## config.mk

```make
export PLATFORM = sky130hd
export DESIGN_NAME = mpeg_stream_start_code_recogniser_unit
export DESIGN_NICKNAME = d
export VERILOG_FILES = /design/src/hw/rtl/mscru_pkg.sv /design/src/hw/rtl/mpeg_stream_start_code_recogniser_unit.sv
export SDC_FILE = /design/constraint.sdc
export NUM_CORES = 1
export LEC_CHECK = 0
export BUFFER_PORTS_ARGS = -buffer_cell sky130_fd_sc_hd__buf_2
export CAP_MARGIN = 20
export CELL_PAD_IN_SITES_DETAIL_PLACEMENT = 0
export CELL_PAD_IN_SITES_GLOBAL_PLACEMENT = 2
export CORE_ASPECT_RATIO = 1.75
export CORE_MARGIN = 3
export CORE_UTILIZATION = 38
export DETAILED_ROUTE_END_ITERATION = 16
export PLACE_DENSITY_LB_ADDON = 0.1
export SYNTH_ARGS = -nofsm -noshare
export SYNTH_HDL_FRONTEND = slang
export SYNTH_SLANG_ARGS = --single-unit
```

## constraint.sdc

```tcl
create_clock -name clk_i -period 3.6 [get_ports clk_i]
set_input_delay 0.9 -clock clk_i [delete_from_list [all_inputs] [get_ports clk_i]]
set_output_delay 0.9 -clock clk_i [all_outputs]
set_load 0.05 [all_outputs]
```

## src/hw/rtl/mscru_pkg.sv

```systemverilog
// shared types, codes and lookup for the mpeg start code recogniser
// no dependencies; used by the top level, both checkers and the testbench
package mscru_pkg;

  localparam int unsigned CfgIdxW = 2;

  // configuration register indexes
  typedef enum logic [CfgIdxW-1:0] {
    CFG_EXT_MATCHED      = 2'd0,
    CFG_SOURCE_IS_BUFFER = 2'd1
  } cfg_idx_e;

  // parse phase, one-hot
  typedef enum logic [4:0] {
    PH_CODE  = 5'b00001,
    PH_PACK  = 5'b00010,
    PH_SKIP  = 5'b00100,
    PH_MPEG2 = 5'b01000,
    PH_LEN   = 5'b10000
  } phase_e;

  // internal stop state
  typedef enum logic [1:0] {
    STOP_NONE    = 2'd0,
    STOP_END     = 2'd1,
    STOP_CORRUPT = 2'd2
  } stop_e;

  // stop reason as reported
  localparam logic [1:0] REASON_END     = 2'd0;
  localparam logic [1:0] REASON_CORRUPT = 2'd1;
  localparam logic [1:0] REASON_RAN_OUT = 2'd2;

  // confidence levels
  localparam logic [1:0] CONF_NONE     = 2'd0;
  localparam logic [1:0] CONF_POSSIBLE = 2'd1;
  localparam logic [1:0] CONF_PROBABLE = 2'd2;
  localparam logic [1:0] CONF_CERTAIN  = 2'd3;

  // type select codes
  localparam logic [2:0] TYPE_NONE = 3'd0;
  localparam logic [2:0] TYPE_EXT  = 3'd4;

  // start code bytes and masks
  localparam logic [31:0] CODE_MASK   = 32'hffff_ff00;
  localparam logic [31:0] CODE_PREFIX = 32'h0000_0100;
  localparam logic [7:0]  SC_PACK     = 8'hBA;
  localparam logic [7:0]  SC_VIDEO    = 8'hE0;
  localparam logic [7:0]  SC_END      = 8'hB9;
  localparam logic [7:0]  PACK_MPEG1  = 8'h21;
  localparam logic [7:0]  PACK_MPEG2  = 8'h44;

  localparam logic [3:0]  CODE_BYTES  = 4'd4;
  localparam logic [3:0]  LEN_BYTES   = 4'd2;
  localparam logic [3:0]  MPEG2_BYTES = 4'd9;
  localparam logic [15:0] MPEG1_SKIP  = 16'd7;

  // index is {code_two, code_one, ext}
  function automatic logic [1:0] conf_lut(input logic [2:0] idx);
    logic [1:0] c;
    case (idx)
      3'd0:    c = CONF_NONE;
      3'd1:    c = CONF_POSSIBLE;
      3'd2:    c = CONF_POSSIBLE;
      3'd3:    c = CONF_PROBABLE;
      3'd4:    c = CONF_NONE;
      3'd5:    c = CONF_NONE;
      3'd6:    c = CONF_PROBABLE;
      default: c = CONF_CERTAIN;
    endcase
    return c;
  endfunction

endpackage

```

## src/hw/rtl/mpeg_stream_start_code_recogniser_unit.sv

```systemverilog
// mpeg program stream start code recogniser, top level
// depends on mscru_pkg
// a result is held in the output register from the cycle after its last byte is taken
// throughput: one byte per cycle while the input is not stalled, as the parse state updates on each taken byte
// the input stalls only while a finished result is held by a stalled output
// reset (async, active low) clears parse state, both config registers and result valid
module mpeg_stream_start_code_recogniser_unit
  import mscru_pkg::*;
(
  input  logic               clk_i,
  input  logic               rst_ni,
  // configuration write port
  input  logic               cfg_we_i,
  input  logic [CfgIdxW-1:0] cfg_index_i,
  input  logic               cfg_data_i,
  // byte requests
  input  logic               in_valid_i,
  output logic               in_stall_o,
  input  logic [7:0]         data_byte_i,
  input  logic               last_byte_i,
  // result requests
  output logic               out_valid_o,
  input  logic               out_stall_i,
  output logic [1:0]         confidence_o,
  output logic [2:0]         type_select_o,
  output logic [1:0]         stop_reason_o
);

  // configuration registers
  logic ext_q, buf_q;

  // parse state
  phase_e      phase_q, phase_d;
  logic [3:0]  cnt_q, cnt_d;
  logic [31:0] shift_q, shift_d;
  logic [15:0] skip_q, skip_d;
  logic        one_q, one_d;
  logic        two_q, two_d;
  logic        video_q, video_d;
  logic        mpeg1_q, mpeg1_d;
  stop_e       stop_q, stop_d;

  // output register
  logic       out_valid_q;
  logic [1:0] conf_q, conf_d;
  logic [2:0] type_q, type_d;
  logic [1:0] reason_q, reason_d;

  logic        in_acc;
  logic [3:0]  cnt_inc;
  logic [15:0] skip_dec;
  logic        skip_start;
  logic [15:0] skip_len;
  logic [2:0]  conf_idx;
  logic        video_any;

  // the input waits only while a held result cannot leave
  assign in_stall_o = out_valid_q & out_stall_i;
  assign in_acc     = in_valid_i & ~in_stall_o;

  // configuration writes, unknown indexes are dropped
  always_ff @(posedge clk_i or negedge rst_ni) begin
    if (!rst_ni) begin
      ext_q <= 1'b0;
      buf_q <= 1'b0;
    end else if (cfg_we_i) begin
      unique case (cfg_index_i)
        CFG_EXT_MATCHED:      ext_q <= cfg_data_i;
        CFG_SOURCE_IS_BUFFER: buf_q <= cfg_data_i;
        default: ;
      endcase
    end
  end

  // parse one byte
  always_comb begin
    phase_d    = phase_q;
    cnt_d      = cnt_q;
    shift_d    = shift_q;
    skip_d     = skip_q;
    one_d      = one_q;
    two_d      = two_q;
    video_d    = video_q;
    mpeg1_d    = mpeg1_q;
    stop_d     = stop_q;
    skip_start = 1'b0;
    skip_len   = '0;
    cnt_inc    = cnt_q + 4'd1;
    skip_dec   = skip_q - {15'd0, (skip_q != 16'd0)};

    // once stopped, bytes are ignored until the last one
    if (stop_q == STOP_NONE) begin
      unique case (phase_q)
        PH_CODE: begin
          // collect four bytes of a big-endian start code
          shift_d = {shift_q[23:0], data_byte_i};
          cnt_d   = cnt_inc;
          if (cnt_inc >= CODE_BYTES) begin
            cnt_d = '0;
            if ((shift_d & CODE_MASK) != CODE_PREFIX) begin
              stop_d = STOP_CORRUPT;
            end else begin
              // first and second valid codes
              if (!one_q) begin
                one_d = 1'b1;
              end else if (!two_q) begin
                two_d = 1'b1;
              end
              unique case (shift_d[7:0])
                SC_PACK:  phase_d = PH_PACK;
                SC_VIDEO: begin
                  video_d = 1'b1;
                  stop_d  = STOP_END;
                end
                SC_END:   stop_d = STOP_END;
                default: begin
                  // other codes carry a 16-bit length
                  phase_d = PH_LEN;
                  shift_d = '0;
                end
              endcase
            end
          end
        end
        PH_PACK: begin
          // first pack byte tells mpeg-1 from mpeg-2
          if ((data_byte_i & PACK_MPEG1) == PACK_MPEG1) begin
            mpeg1_d    = 1'b1;
            skip_start = 1'b1;
            skip_len   = MPEG1_SKIP;
          end else if ((data_byte_i & PACK_MPEG2) == PACK_MPEG2) begin
            phase_d = PH_MPEG2;
            cnt_d   = '0;
          end else begin
            stop_d = STOP_CORRUPT;
          end
        end
        PH_MPEG2: begin
          // last header byte gives the stuffing length
          cnt_d = cnt_inc;
          if (cnt_inc >= MPEG2_BYTES) begin
            skip_start = 1'b1;
            skip_len   = {13'd0, data_byte_i[2:0]};
          end
        end
        PH_LEN: begin
          shift_d = {16'd0, shift_q[7:0], data_byte_i};
          cnt_d   = cnt_inc;
          if (cnt_inc >= LEN_BYTES) begin
            skip_start = 1'b1;
            skip_len   = shift_d[15:0];
          end
        end
        PH_SKIP: begin
          skip_d = skip_dec;
          if (skip_dec == 16'd0) begin
            phase_d = PH_CODE;
          end
        end
        default: begin
          phase_d = PH_CODE;
          cnt_d   = '0;
        end
      endcase

      // start of a byte skip, a zero length goes straight back to codes
      if (skip_start) begin
        skip_d  = skip_len;
        cnt_d   = '0;
        shift_d = '0;
        phase_d = (skip_len == 16'd0) ? PH_CODE : PH_SKIP;
      end
    end
  end

  // result from the state after this byte
  always_comb begin
    conf_idx  = {two_d, one_d, ext_q};
    conf_d    = conf_lut(conf_idx);
    video_any = video_d | buf_q;
    if (conf_d == CONF_NONE) begin
      type_d = TYPE_NONE;
    end else if (conf_idx == 3'd1) begin
      // extension match alone
      type_d = TYPE_EXT;
    end else begin
      type_d = {1'b0, mpeg1_d, video_any};
    end
    case (stop_d)
      STOP_END:     reason_d = REASON_END;
      STOP_CORRUPT: reason_d = REASON_CORRUPT;
      default:      reason_d = REASON_RAN_OUT;
    endcase
  end

  // parse state, cleared after the last byte of a file
  always_ff @(posedge clk_i or negedge rst_ni) begin
    if (!rst_ni) begin
      phase_q <= PH_CODE;
      cnt_q   <= '0;
      shift_q <= '0;
      skip_q  <= '0;
      one_q   <= 1'b0;
      two_q   <= 1'b0;
      video_q <= 1'b0;
      mpeg1_q <= 1'b0;
      stop_q  <= STOP_NONE;
    end else if (in_acc) begin
      if (last_byte_i) begin
        phase_q <= PH_CODE;
        cnt_q   <= '0;
        shift_q <= '0;
        skip_q  <= '0;
        one_q   <= 1'b0;
        two_q   <= 1'b0;
        video_q <= 1'b0;
        mpeg1_q <= 1'b0;
        stop_q  <= STOP_NONE;
      end else begin
        phase_q <= phase_d;
        cnt_q   <= cnt_d;
        shift_q <= shift_d;
        skip_q  <= skip_d;
        one_q   <= one_d;
        two_q   <= two_d;
        video_q <= video_d;
        mpeg1_q <= mpeg1_d;
        stop_q  <= stop_d;
      end
    end
  end

  // output register valid
  always_ff @(posedge clk_i or negedge rst_ni) begin
    if (!rst_ni) begin
      out_valid_q <= 1'b0;
    end else if (in_acc && last_byte_i) begin
      out_valid_q <= 1'b1;
    end else if (!out_stall_i) begin
      out_valid_q <= 1'b0;
    end
  end

  // output register payload
  always_ff @(posedge clk_i) begin
    if (in_acc && last_byte_i) begin
      conf_q   <= conf_d;
      type_q   <= type_d;
      reason_q <= reason_d;
    end
  end

  assign out_valid_o   = out_valid_q;
  assign confidence_o  = conf_q;
  assign type_select_o = type_q;
  assign stop_reason_o = reason_q;

endmodule

```

==> impl_results.md, run 1 <==
* Initial Util at 39.4%
* Vias at 3522
* Clock H-tree levels at 3
* Min cycle time layout at 3.36 ns
* Hold-fix buffers, CTS at 0
* CP startpoint: skip_q[11]$_DFFE_PN0P_
* Root buffer cell: clkbuf_16
* DP HPWL at 9410 um
* Fmax at 0.298 GHz
* Worst Path Required at 3.82 ns
* Worst vdd rail ir drop at 0.000476 V
* Yosys warns at 0
* Die W at 82.9 um
* TritonCTS clock tree: done
* Placed Area at 0.00422 sq mm
* Max layer used: met4
* CP Class: register to register
* Routed WL at 12100 um
* CORE AREA at 0.00997 sq mm
* # Post-CTS Setup Buffers at 0
* Final layout net count at 488
* DRT antenna net count at 0
* FFs w/ async S/R, synth at 89.2%
* Most frequent cells in the layout: dfrtp_1, nor2_1, nand2_1
* Syn nets at 458
* CP Data Arrival Time at 3.58 ns
* PostCTS Resize Cnt at 0
* Fin. Hold Viols at 0
* Input/output buffers at 25
* Worst R2R Start: skip_q[11]$_DFFE_PN0P_
* Pwr Density at 741 mW/mm^2
* DR WL met3 at 395 um
* Drt first pass iters at 4
* RSZ-0062 raised after global routing: false
* Setup TNS at 0 ns
* Maximum clock insertion buffer count at 2
* Worst Skew at 0.00734 ns
* Rel. slew slack at 60.5%
* Final Max Slew Viols at 0
* First-pass GRT wire length at 19500 um
* Drc violations at 0
* # setup viols final at 0
* Post-synthesis sequential area ratio at 42.3%
* Yosys reg bits at 65
* N_diodes at 0
* Die Y-Extent at 141 um
* Overflow left after global routing at 0
* Synthesized netlist cell count at 436
* Die Area at 0.0117 sq mm
* Critical Path Fanout Max at 11
* Worst setup EP type: register
* Gp weighted congestion at 0.937
* Leakage at 1.89 nW
* Drt initial violations at 180
* WL met1 at 4570 um
* Yosys top cell area share at 36.3%
* Commonest non-fill, non-tap cell in the layout: dfrtp_1
* Critical Path Start Type: register
* Hold Crit Class: input port to asynchronous set/reset pin
* Slew @ Worst Pin at 0.592 ns
* # clock sinks at 65
* Num CTS Buffers at 9
* Final Util at 45.3%
* Max-cap viol count at 0
* Top cell type by total area after synthesis: dfrtp_1
* Wire per inst at 20.4 um
* Number of synthesized flops with an enable pin at 7
* Layout cell share with drive strength beyond 1 at 15.3%
* Syn_area_per_cell at 9.02 sq um
* Num ports at 26
* Largest net degree at the start of global routing at 44
* Netlist cell types at 68
* Cell Rows at 48
* Vias in the first global route at 3605
* Clock latency on the worst-skew pair at 0.34 ns
* Filler instances at 1040
* Outcome: complete, no violations
* Area contributors post-synth: dfrtp_1, edfxtp_1, o31ai_1
* DR WL met2 at 6700 um
* Initial antenna violation count at 0
* Design Area, Final at 0.00452 sq mm
* Worst-path clk slew at 0.06 ns
* Post-DR vias/cell at 5.91
* Most common flop cell mapped by yosys: dfrtp_1
* GRT Overall Usage at 21.5%
* Area growth, synth to finish at 14.9%
* Crit share post-route at 93.3%
* Synthesized area at 0.00393 sq mm
-- worst paths after layout --
path	slack, ns	cells after the start	end
max	0.24	12	phase_q[2]$_DFFE_PN0P_
min	0.38	1	stop_q[1]$_DFFE_PN0P_
max reg2reg	0.24	12	phase_q[2]$_DFFE_PN0P_
min reg2reg	0.48	2	shift_q[18]$_DFFE_PN0P_
max in group asynchronous	2.49	3	phase_q[0]$_DFFE_PN1P_
min in group clk_i	0.48	2	shift_q[18]$_DFFE_PN0P_
-- cell usage after synthesis (all sizes together) (2+ instances only) --
| cell | instances |
|---|---|
| a22o | 7 |
| and4b | 2 |
| a21o | 4 |
| nor4b | 5 |
| o31ai | 23 |
| a21boi | 2 |
| buf | 13 |
| nand3b | 5 |
| xnor2 | 2 |
| o22ai | 2 |
| a211oi | 2 |
| o2111ai | 3 |
| o2bb2ai | 9 |
| o211ai | 2 |
| nand4b | 3 |
| edfxtp | 7 |
| o21a | 3 |
| and3 | 7 |
| clkbuf | 10 |
| a21oi | 11 |
| o21ai | 31 |
| or3 | 6 |
| nor4 | 14 |
| nand2b | 4 |
| a22oi | 3 |
| nor3 | 19 |
| ha | 5 |
| nand2 | 41 |
| inv | 25 |
| a31oi | 7 |
| nor2b | 6 |
| and2 | 5 |
| nand3 | 16 |
| dfrtp | 57 |
| nand4 | 4 |
| a221oi | 2 |
| nor3b | 3 |
| a32oi | 4 |
| nor2 | 40 |
| o41ai | 2 |
| or2 | 3 |
| o31a | 2 |
-- cells by family (layout without fill, tap and decap cells) --
kind of cell	after synthesis	after routing	synth area share [%]
AND/OR/NAND/NOR	186	186	25.4
AO/OA/AOI/OAI	127	127	24.0
flip-flops	65	65	42.3
buffers and inverters	48	83	5.54
adder cells (fa/ha/maj)	5	5	1.59
XOR/XNOR	3	3	0.668
multiplexers	2	2	0.541
-- critical path, cell delays in order, from the launching register on --
cell and delay [ns]:
dfrtp_1 0.43, or3_1 0.43, or3_1 0.41, nor2_1 0.12, nand4_1 0.09, ha_1 0.23
ha_1 0.31, nor3b_1 0.21, and3_1 0.23, xnor2_1 0.13, a211oi_1 0.23, a31oi_1 0.15
a211o_1 0.29
-- cell type report --
cell class	count	area, sq um	share of cell area, %
multi-input combinational	323	2070	45.7
sequential	65	1660	36.8
timing repair buffer	42	265	5.87
clock buffer	10	229	5.07
tap	125	156	3.46
inverter	25	93.8	2.08
clock inverter	6	43.8	0.970
-- metal layers --
metal	global-route usage, %	up-vias
li1	-	1693
met1	22.8	1718
met2	39.6	83
met3	4.15	28
met4	11.7	0
met5	0	-
-- power by group --
part	internal [W]	switching [W]	total (W)	leakage, nW
Sequential	0.000917	0.000266	0.00118	0.841
Clock	0.000468	0.000343	0.000811	0.133
Combinational	0.000558	0.000795	0.00135	0.917
Total	0.00194	0.00140	0.00335	1.89
-- sequential cells by signal, summed over array words and instances (netlist names), 2 cells and up --
| register | flops |
|---|---|
| stop_reason_o | 2 |
| phase_q | 5 |
| shift_q | 24 |
| cnt_q | 4 |
| stop_q | 2 |
| skip_q | 16 |
| type_select_o | 3 |
| confidence_o | 2 |
-- per-stage QoR --
step / hold slack [ns] / total power (W) / instances / setup WS (ns)
after floorplan: 0.449 / 0.00207 / 436 / 0.507
after CTS: 0.481 / 0.00336 / 595 / 0.250
after global placement: 0.465 / 0.00254 / 579 / 0.310
after global routing: 0.382 / 0.00357 / 596 / 0.0468
after detailed placement: 0.469 / 0.00254 / 579 / 0.279
final: 0.380 / 0.00335 / 596 / 0.243
(Power assumes the default switching activity.)
==> run 2: changes to the inputs <==
Settings changed: CORE_ASPECT_RATIO 1.75 to default.
==> run 2 against run 1 <==
Net effect: final cell count increased by 0.50%; global-route usage decreased by 0.89 points; clock skew increased by 0.0036 ns; critical path depth unchanged; first-iteration DRC count increased by 34%; utilization decreased by 0.72 points; design area decreased by 2.2%; count of clock-buffer cells in the layout increased by 1; via count decreased by 0.43%; non-clock buffer count decreased by 5; combinational power decreased by 4%; critical endpoint unchanged; highest routed layer unchanged.
==> impl_results.md, run 2 (synthesis results as in run 1) <==
* Outcome: complete, no violations
* PostCTS Resize Cnt at 0
* DRT antenna net count at 0
* CP Class: register to register
* Most frequent cells in the layout: dfrtp_1, nor2_1, nand2_1
* CP Data Arrival Time at 3.48 ns
* RSZ-0062 raised after global routing: false
* CP max stage delay at 0.43 ns
* Largest net degree at the start of global routing at 49
* Input/output buffers at 25
* # Post-CTS Setup Buffers at 0
* Vias at 3507
* Multi-input gate area at 0.00207 sq mm
* Drc violations at 0
* Placed Cells at 583
* Max-cap viol count at 0
* Critical path, cell by cell: or3_1 > or3_1 > nor2_1 > nand4_1 > ha_1 > ha_1 > nor3b_1 > and3_1 > xnor2_1 > a211oi_1 > a31oi_1 > a211o_1
* # setup viols final at 0
* Initial Util at 39.7%
* Layout cell share with drive strength beyond 1 at 14.4%
* Drt initial violations at 241
* Sequential Area at 0.00166 sq mm
* Worst Path Required at 3.85 ns
* CP delay by family, top: simple AND/OR/NAND/NOR gates
* Hold Crit Class: register to register
* Final Util at 44.6%
* Pwr Density at 713 mW/mm^2
* Hold-fix buffers, CTS at 0
* Rel. slew slack at 52.8%
* Critical Path Fanout Max at 5
* GRT Overall Usage at 20.6%
* Buf+Inv Stages, Crit Path at 0
* Critical Path Start Type: register
* Clock latency on the worst-skew pair at 0.37 ns
* Maximum clock insertion buffer count at 2
* Slowest CP cell: or3_1
* Clock H-tree levels at 3
* Root buffer cell: clkbuf_8
* Final layout net count at 483
* Min cycle time layout at 3.23 ns
* Drt first pass iters at 4
* N_diodes at 0
* Largest register by flop count: shift_q
* Commonest non-fill, non-tap cell in the layout: dfrtp_1
* Initial antenna violation count at 0
* Largest registers: shift_q: 24 flops, skip_q: 16 flops, phase_q: 5 flops
* Leakage at 1.83 nW
* Cell Rows at 36
* Routed WL at 11200 um
* Finished Layout Cells at 599
* Max FFs per register at 24
* Wire per inst at 18.6 um
* Area growth, synth to finish at 12.3%
* Final Max Slew Viols at 0
* Post-DR vias/cell at 5.85
* DP HPWL at 8110 um
* Slew @ Worst Pin at 0.707 ns
* Crit share post-route at 89.8%
* Die W at 108 um
* TritonCTS clock tree: done
* Die Area at 0.0116 sq mm
* Setup TNS at 0 ns
* Filler instances at 1017
* Overflow left after global routing at 0
* CORE AREA at 0.00991 sq mm
* Fmax at 0.309 GHz
* Num ports at 26
* Die Y-Extent at 108 um
* Fin. Hold Viols at 0
* Worst vdd rail ir drop at 0.000226 V
* Worst setup EP type: register
* Worst Skew at 0.0110 ns
* Gp weighted congestion at 0.856
* First-pass GRT wire length at 18400 um
* Num CTS Buffers at 9
* Worst-path clk slew at 0.07 ns
* # clock sinks at 65
* Vias in the first global route at 3400
## run 2: cell count changes in the layout (fill, tap and decap cells not counted), sizes merged
cell	previous run	this run
buf	42	37
bufinv	0	1
clkbuf	10	11
clkinv	4	0
clkinvlp	1	3
## run 2: final timing paths
path / startpoint / depth (start not counted) / to / slack (ns)
max in group asynchronous: rst_ni / 2 / shift_q[5]$_DFFE_PN0P_ / 2.21
setup reg to reg: skip_q[12]$_DFFE_PN0P_ / 12 / phase_q[2]$_DFFE_PN0P_ / 0.37
setup / recovery: skip_q[12]$_DFFE_PN0P_ / 12 / phase_q[2]$_DFFE_PN0P_ / 0.37
min in group asynchronous: rst_ni / 1 / skip_q[12]$_DFFE_PN0P_ / 0.51
hold / removal: shift_q[20]$_DFFE_PN0P_ / 2 / shift_q[20]$_DFFE_PN0P_ / 0.48
hold reg to reg: shift_q[20]$_DFFE_PN0P_ / 2 / shift_q[20]$_DFFE_PN0P_ / 0.48
## run 2: area by class of cell
class                           instances  share of cell area (%)
Timing Repair Buffer                   37                    4.87
Clock inverter                          5                    1.39
Clock buffer                           11                    3.46
Sequential cell                        65                    37.6
Inverter                               25                    2.12
Tap cell                              133                    3.77
Multi-Input combinational cell        323                    46.8
## run 2: routing by layer
layer	vias to the layer above	share of wire, %	track usage [%]
li1	1687	-	-
met1	1732	48	29.4
met2	71	45	30.6
met3	17	4.5	3.24
met4	0	2.4	9.56
met5	-	0	0
## run 2: report_power, final
| part | leakage (nW) | internal (W) | switching (W) |
|---|---|---|---|
| registers | 0.841 | 0.000915 | 0.000253 |
| clock network | 0.0973 | 0.000364 | 0.000318 |
| logic | 0.889 | 0.000545 | 0.000757 |
## run 2: worst reg2reg max path: cells and delay by family (launching register included)
kind                     cells  cell delay (ns)
AND/OR/NAND/NOR              6             1.45
AO/OA/AOI/OAI                3             0.69
adder cells (fa/ha/maj)      2             0.45
flip-flops                   1             0.41
XOR/XNOR                     1             0.14
## run 2: metrics by stage
| stage | hold slack (ns) | setup slack [ns] | total power [W] | cell area [sq um] |
|---|---|---|---|---|
| after global routing | 0.510 | 0.140 | 0.00340 | 4420 |
| after floorplan | 0.449 | 0.507 | 0.00207 | 3930 |
| after detailed placement | 0.468 | 0.425 | 0.00247 | 4200 |
| final | 0.478 | 0.366 | 0.00315 | 4420 |
| after global placement | 0.466 | 0.467 | 0.00248 | 4200 |
| after CTS | 0.484 | 0.390 | 0.00317 | 4420 |
==> run 3: changes to the inputs <==
Settings changed: GPL_TIMING_DRIVEN from default to 0.
==> run 3 against run 2 <==
Net effect: design area increased by 0.23%; clock power shrank 8.7%; die area is the same; non-clock buffer count grew 10; global-route usage rose by 0.38 points; sequential power shrank 3%; count of clock-buffer cells in the layout is the same; worst setup slack worse by 0.18 ns; worst hold slack gained 0.0046 ns; sequential share of layout area shrank 0.057 points; fmax fell by 5.3%; largest power group unchanged.
==> impl_results.md, run 3 (synthesis results as in run 1) <==
* Clock Power Share at 20.2%
* DRT antenna net count at 0
* # clock sinks at 65
* Net Switching at 0.00132 W
* RSZ-0062 raised after global routing: false
* Die Area at 0.0116 sq mm
* Met2 usage at 31.3%
* Die W at 108 um
* Max-cap viol count at 0
* Crit share post-route at 94.9%
* R2R Setup Slk at 0.19 ns
* DP HPWL at 8400 um
* Vias in the first global route at 3423
* GR Layer Usage met1 at 30.7%
* Critical Path Start Type: register
* Filler instances at 1027
* Final Util at 44.7%
* Initial Util at 39.7%
* Drc violations at 0
* # setup viols final at 0
* Initial antenna violation count at 0
* Most used routing layer in global routing: met2
* Rel. slew slack at 47.5%
* Root buffer cell: clkbuf_8
* Commonest non-fill, non-tap cell in the layout: dfrtp_1
* Setup TNS at 0 ns
* Fin. Hold Viols at 0
* Worst setup EP type: register
* Area growth, synth to finish at 12.6%
* Vias at 3562
* Wire per inst at 19.0 um
* Worst-path clk slew at 0.08 ns
* Cell-internal power at 0.00177 W
* TritonCTS clock tree: done
* Pwr Density at 698 mW/mm^2
* Drt first pass iters at 4
* Switch share at 42.7%
* CORE AREA at 0.00991 sq mm
* Clock latency on the worst-skew pair at 0.35 ns
* CP Data Arrival Time at 3.64 ns
* Routed WL at 11500 um
* PostCTS Resize Cnt at 0
* Fmax at 0.293 GHz
* Hold Crit Class: register to register
* Num CTS Buffers at 9
* Worst R2R End: phase_q[2]$_DFFE_PN0P_
* Cell Rows at 36
* Overflow left after global routing at 0
* Worst Path Required at 3.83 ns
* Slew @ Worst Pin at 0.788 ns
* Worst R2R Start: skip_q[11]$_DFFE_PN0P_
* N_diodes at 0
* Final layout net count at 493
* Clock H-tree levels at 3
* Maximum clock insertion buffer count at 2
* Sequential share of power at 36.5%
* Num ports at 26
* Critical Path Fanout Max at 10
* Layout cell share with drive strength beyond 1 at 14.9%
* Leakage at 1.84 nW
* Final Max Slew Viols at 0
* Input/output buffers at 24
* Gp weighted congestion at 0.865
* Worst vdd rail ir drop at 0.000240 V
* Hold path startpoint: shift_q[17]$_DFFE_PN0P_
* Hold Crit Depth at 2
* # Post-CTS Setup Buffers at 0
* Worst r2r path cells at 13
* Hold-fix buffers, CTS at 0
* Part of the power in combinational logic at 43.4%
* Pre-CTS WS at 0.0689 ns
* Worst Skew at 0.00892 ns
* Min cycle time layout at 3.41 ns
* Outcome: complete, no violations
* Global routing usage on met3 at 4.14%
* Post-DR vias/cell at 5.85
* Drt initial violations at 209
* First-pass GRT wire length at 18900 um
* CP Class: register to register
* Final setup margin at 0.185 ns
* Hold Crit Endpoint: shift_q[17]$_DFFE_PN0P_
* GRT Overall Usage at 21.0%
* Most frequent cells in the layout: dfrtp_1, nor2_1, nand2_1
* Largest register by flop count: shift_q
* Max FFs per register at 24
* Largest registers: shift_q: 24 flops, skip_q: 16 flops, phase_q: 5 flops
* Die Y-Extent at 108 um
* Largest net degree at the start of global routing at 59
==> run 3: cell type report <==
class	instances	area, sq um	area share, %
timing repair buffer	24	123	2.77
tap	133	166	3.76
sequential	65	1660	37.6
multi-input combinational	323	2070	46.7
buffer	23	125	2.83
clock buffer	11	131	2.97
inverter	25	93.8	2.12
clock inverter	5	56.3	1.27
==> run 3: power groups by stage <==
stage / clock network (W) / logic [W] / registers, W
2_1_floorplan: 0 / 0.000981 / 0.00109
3_3_place_gp: 0 / 0.00131 / 0.00113
3_5_place_dp: 0 / 0.00131 / 0.00114
4_1_cts: 0.000637 / 0.00131 / 0.00112
5_1_grt: 0.000671 / 0.00151 / 0.00116
6_report: 0.000623 / 0.00134 / 0.00113
==> run 3: how the worst max path moves through the flow <==
stage,startpoint,endpoint,depth (start not counted)
after CTS,skip_q[11]$_DFFE_PN0P_,phase_q[2]$_DFFE_PN0P_,13
after floorplan,skip_q[11]$_DFFE_PN0P_,phase_q[2]$_DFFE_PN0P_,13
after global placement,skip_q[11]$_DFFE_PN0P_,phase_q[2]$_DFFE_PN0P_,13
final,skip_q[11]$_DFFE_PN0P_,phase_q[2]$_DFFE_PN0P_,13
after detailed placement,skip_q[11]$_DFFE_PN0P_,phase_q[2]$_DFFE_PN0P_,13
after global routing,skip_q[12]$_DFFE_PN0P_,phase_q[2]$_DFFE_PN0P_,13
==> run 3: stage by stage <==
stage          instances  hold WS, ns  instance area (sq um)  total power (W)
2_1_floorplan        436        0.449                   3930          0.00207
3_3_place_gp         593        0.466                   4220          0.00244
3_5_place_dp         593        0.475                   4220          0.00244
4_1_cts              609        0.491                   4410          0.00308
5_1_grt              609        0.511                   4430          0.00333
6_report             609        0.483                   4430          0.00309
==> run 3: routing by layer <==
metal | share of wire [%] | vias up
met1 | 49 | 1770
li1 | - | 1704
met2 | 45 | 74
met5 | 0 | -
met4 | 1.7 | 0
met3 | 4.2 | 14
==> run 3: critical path, cell delays in order (launching register included) <==
cell and delay, ns:
dfrtp_2 0.44, or3_1 0.40, or3_4 0.38, nor2_1 0.10
nand4_1 0.09, ha_1 0.24, ha_1 0.20, buf_2 0.18
nor3b_1 0.18, and3_1 0.25, xnor2_1 0.16, a211oi_2 0.23
a31oi_2 0.16, a211o_1 0.29
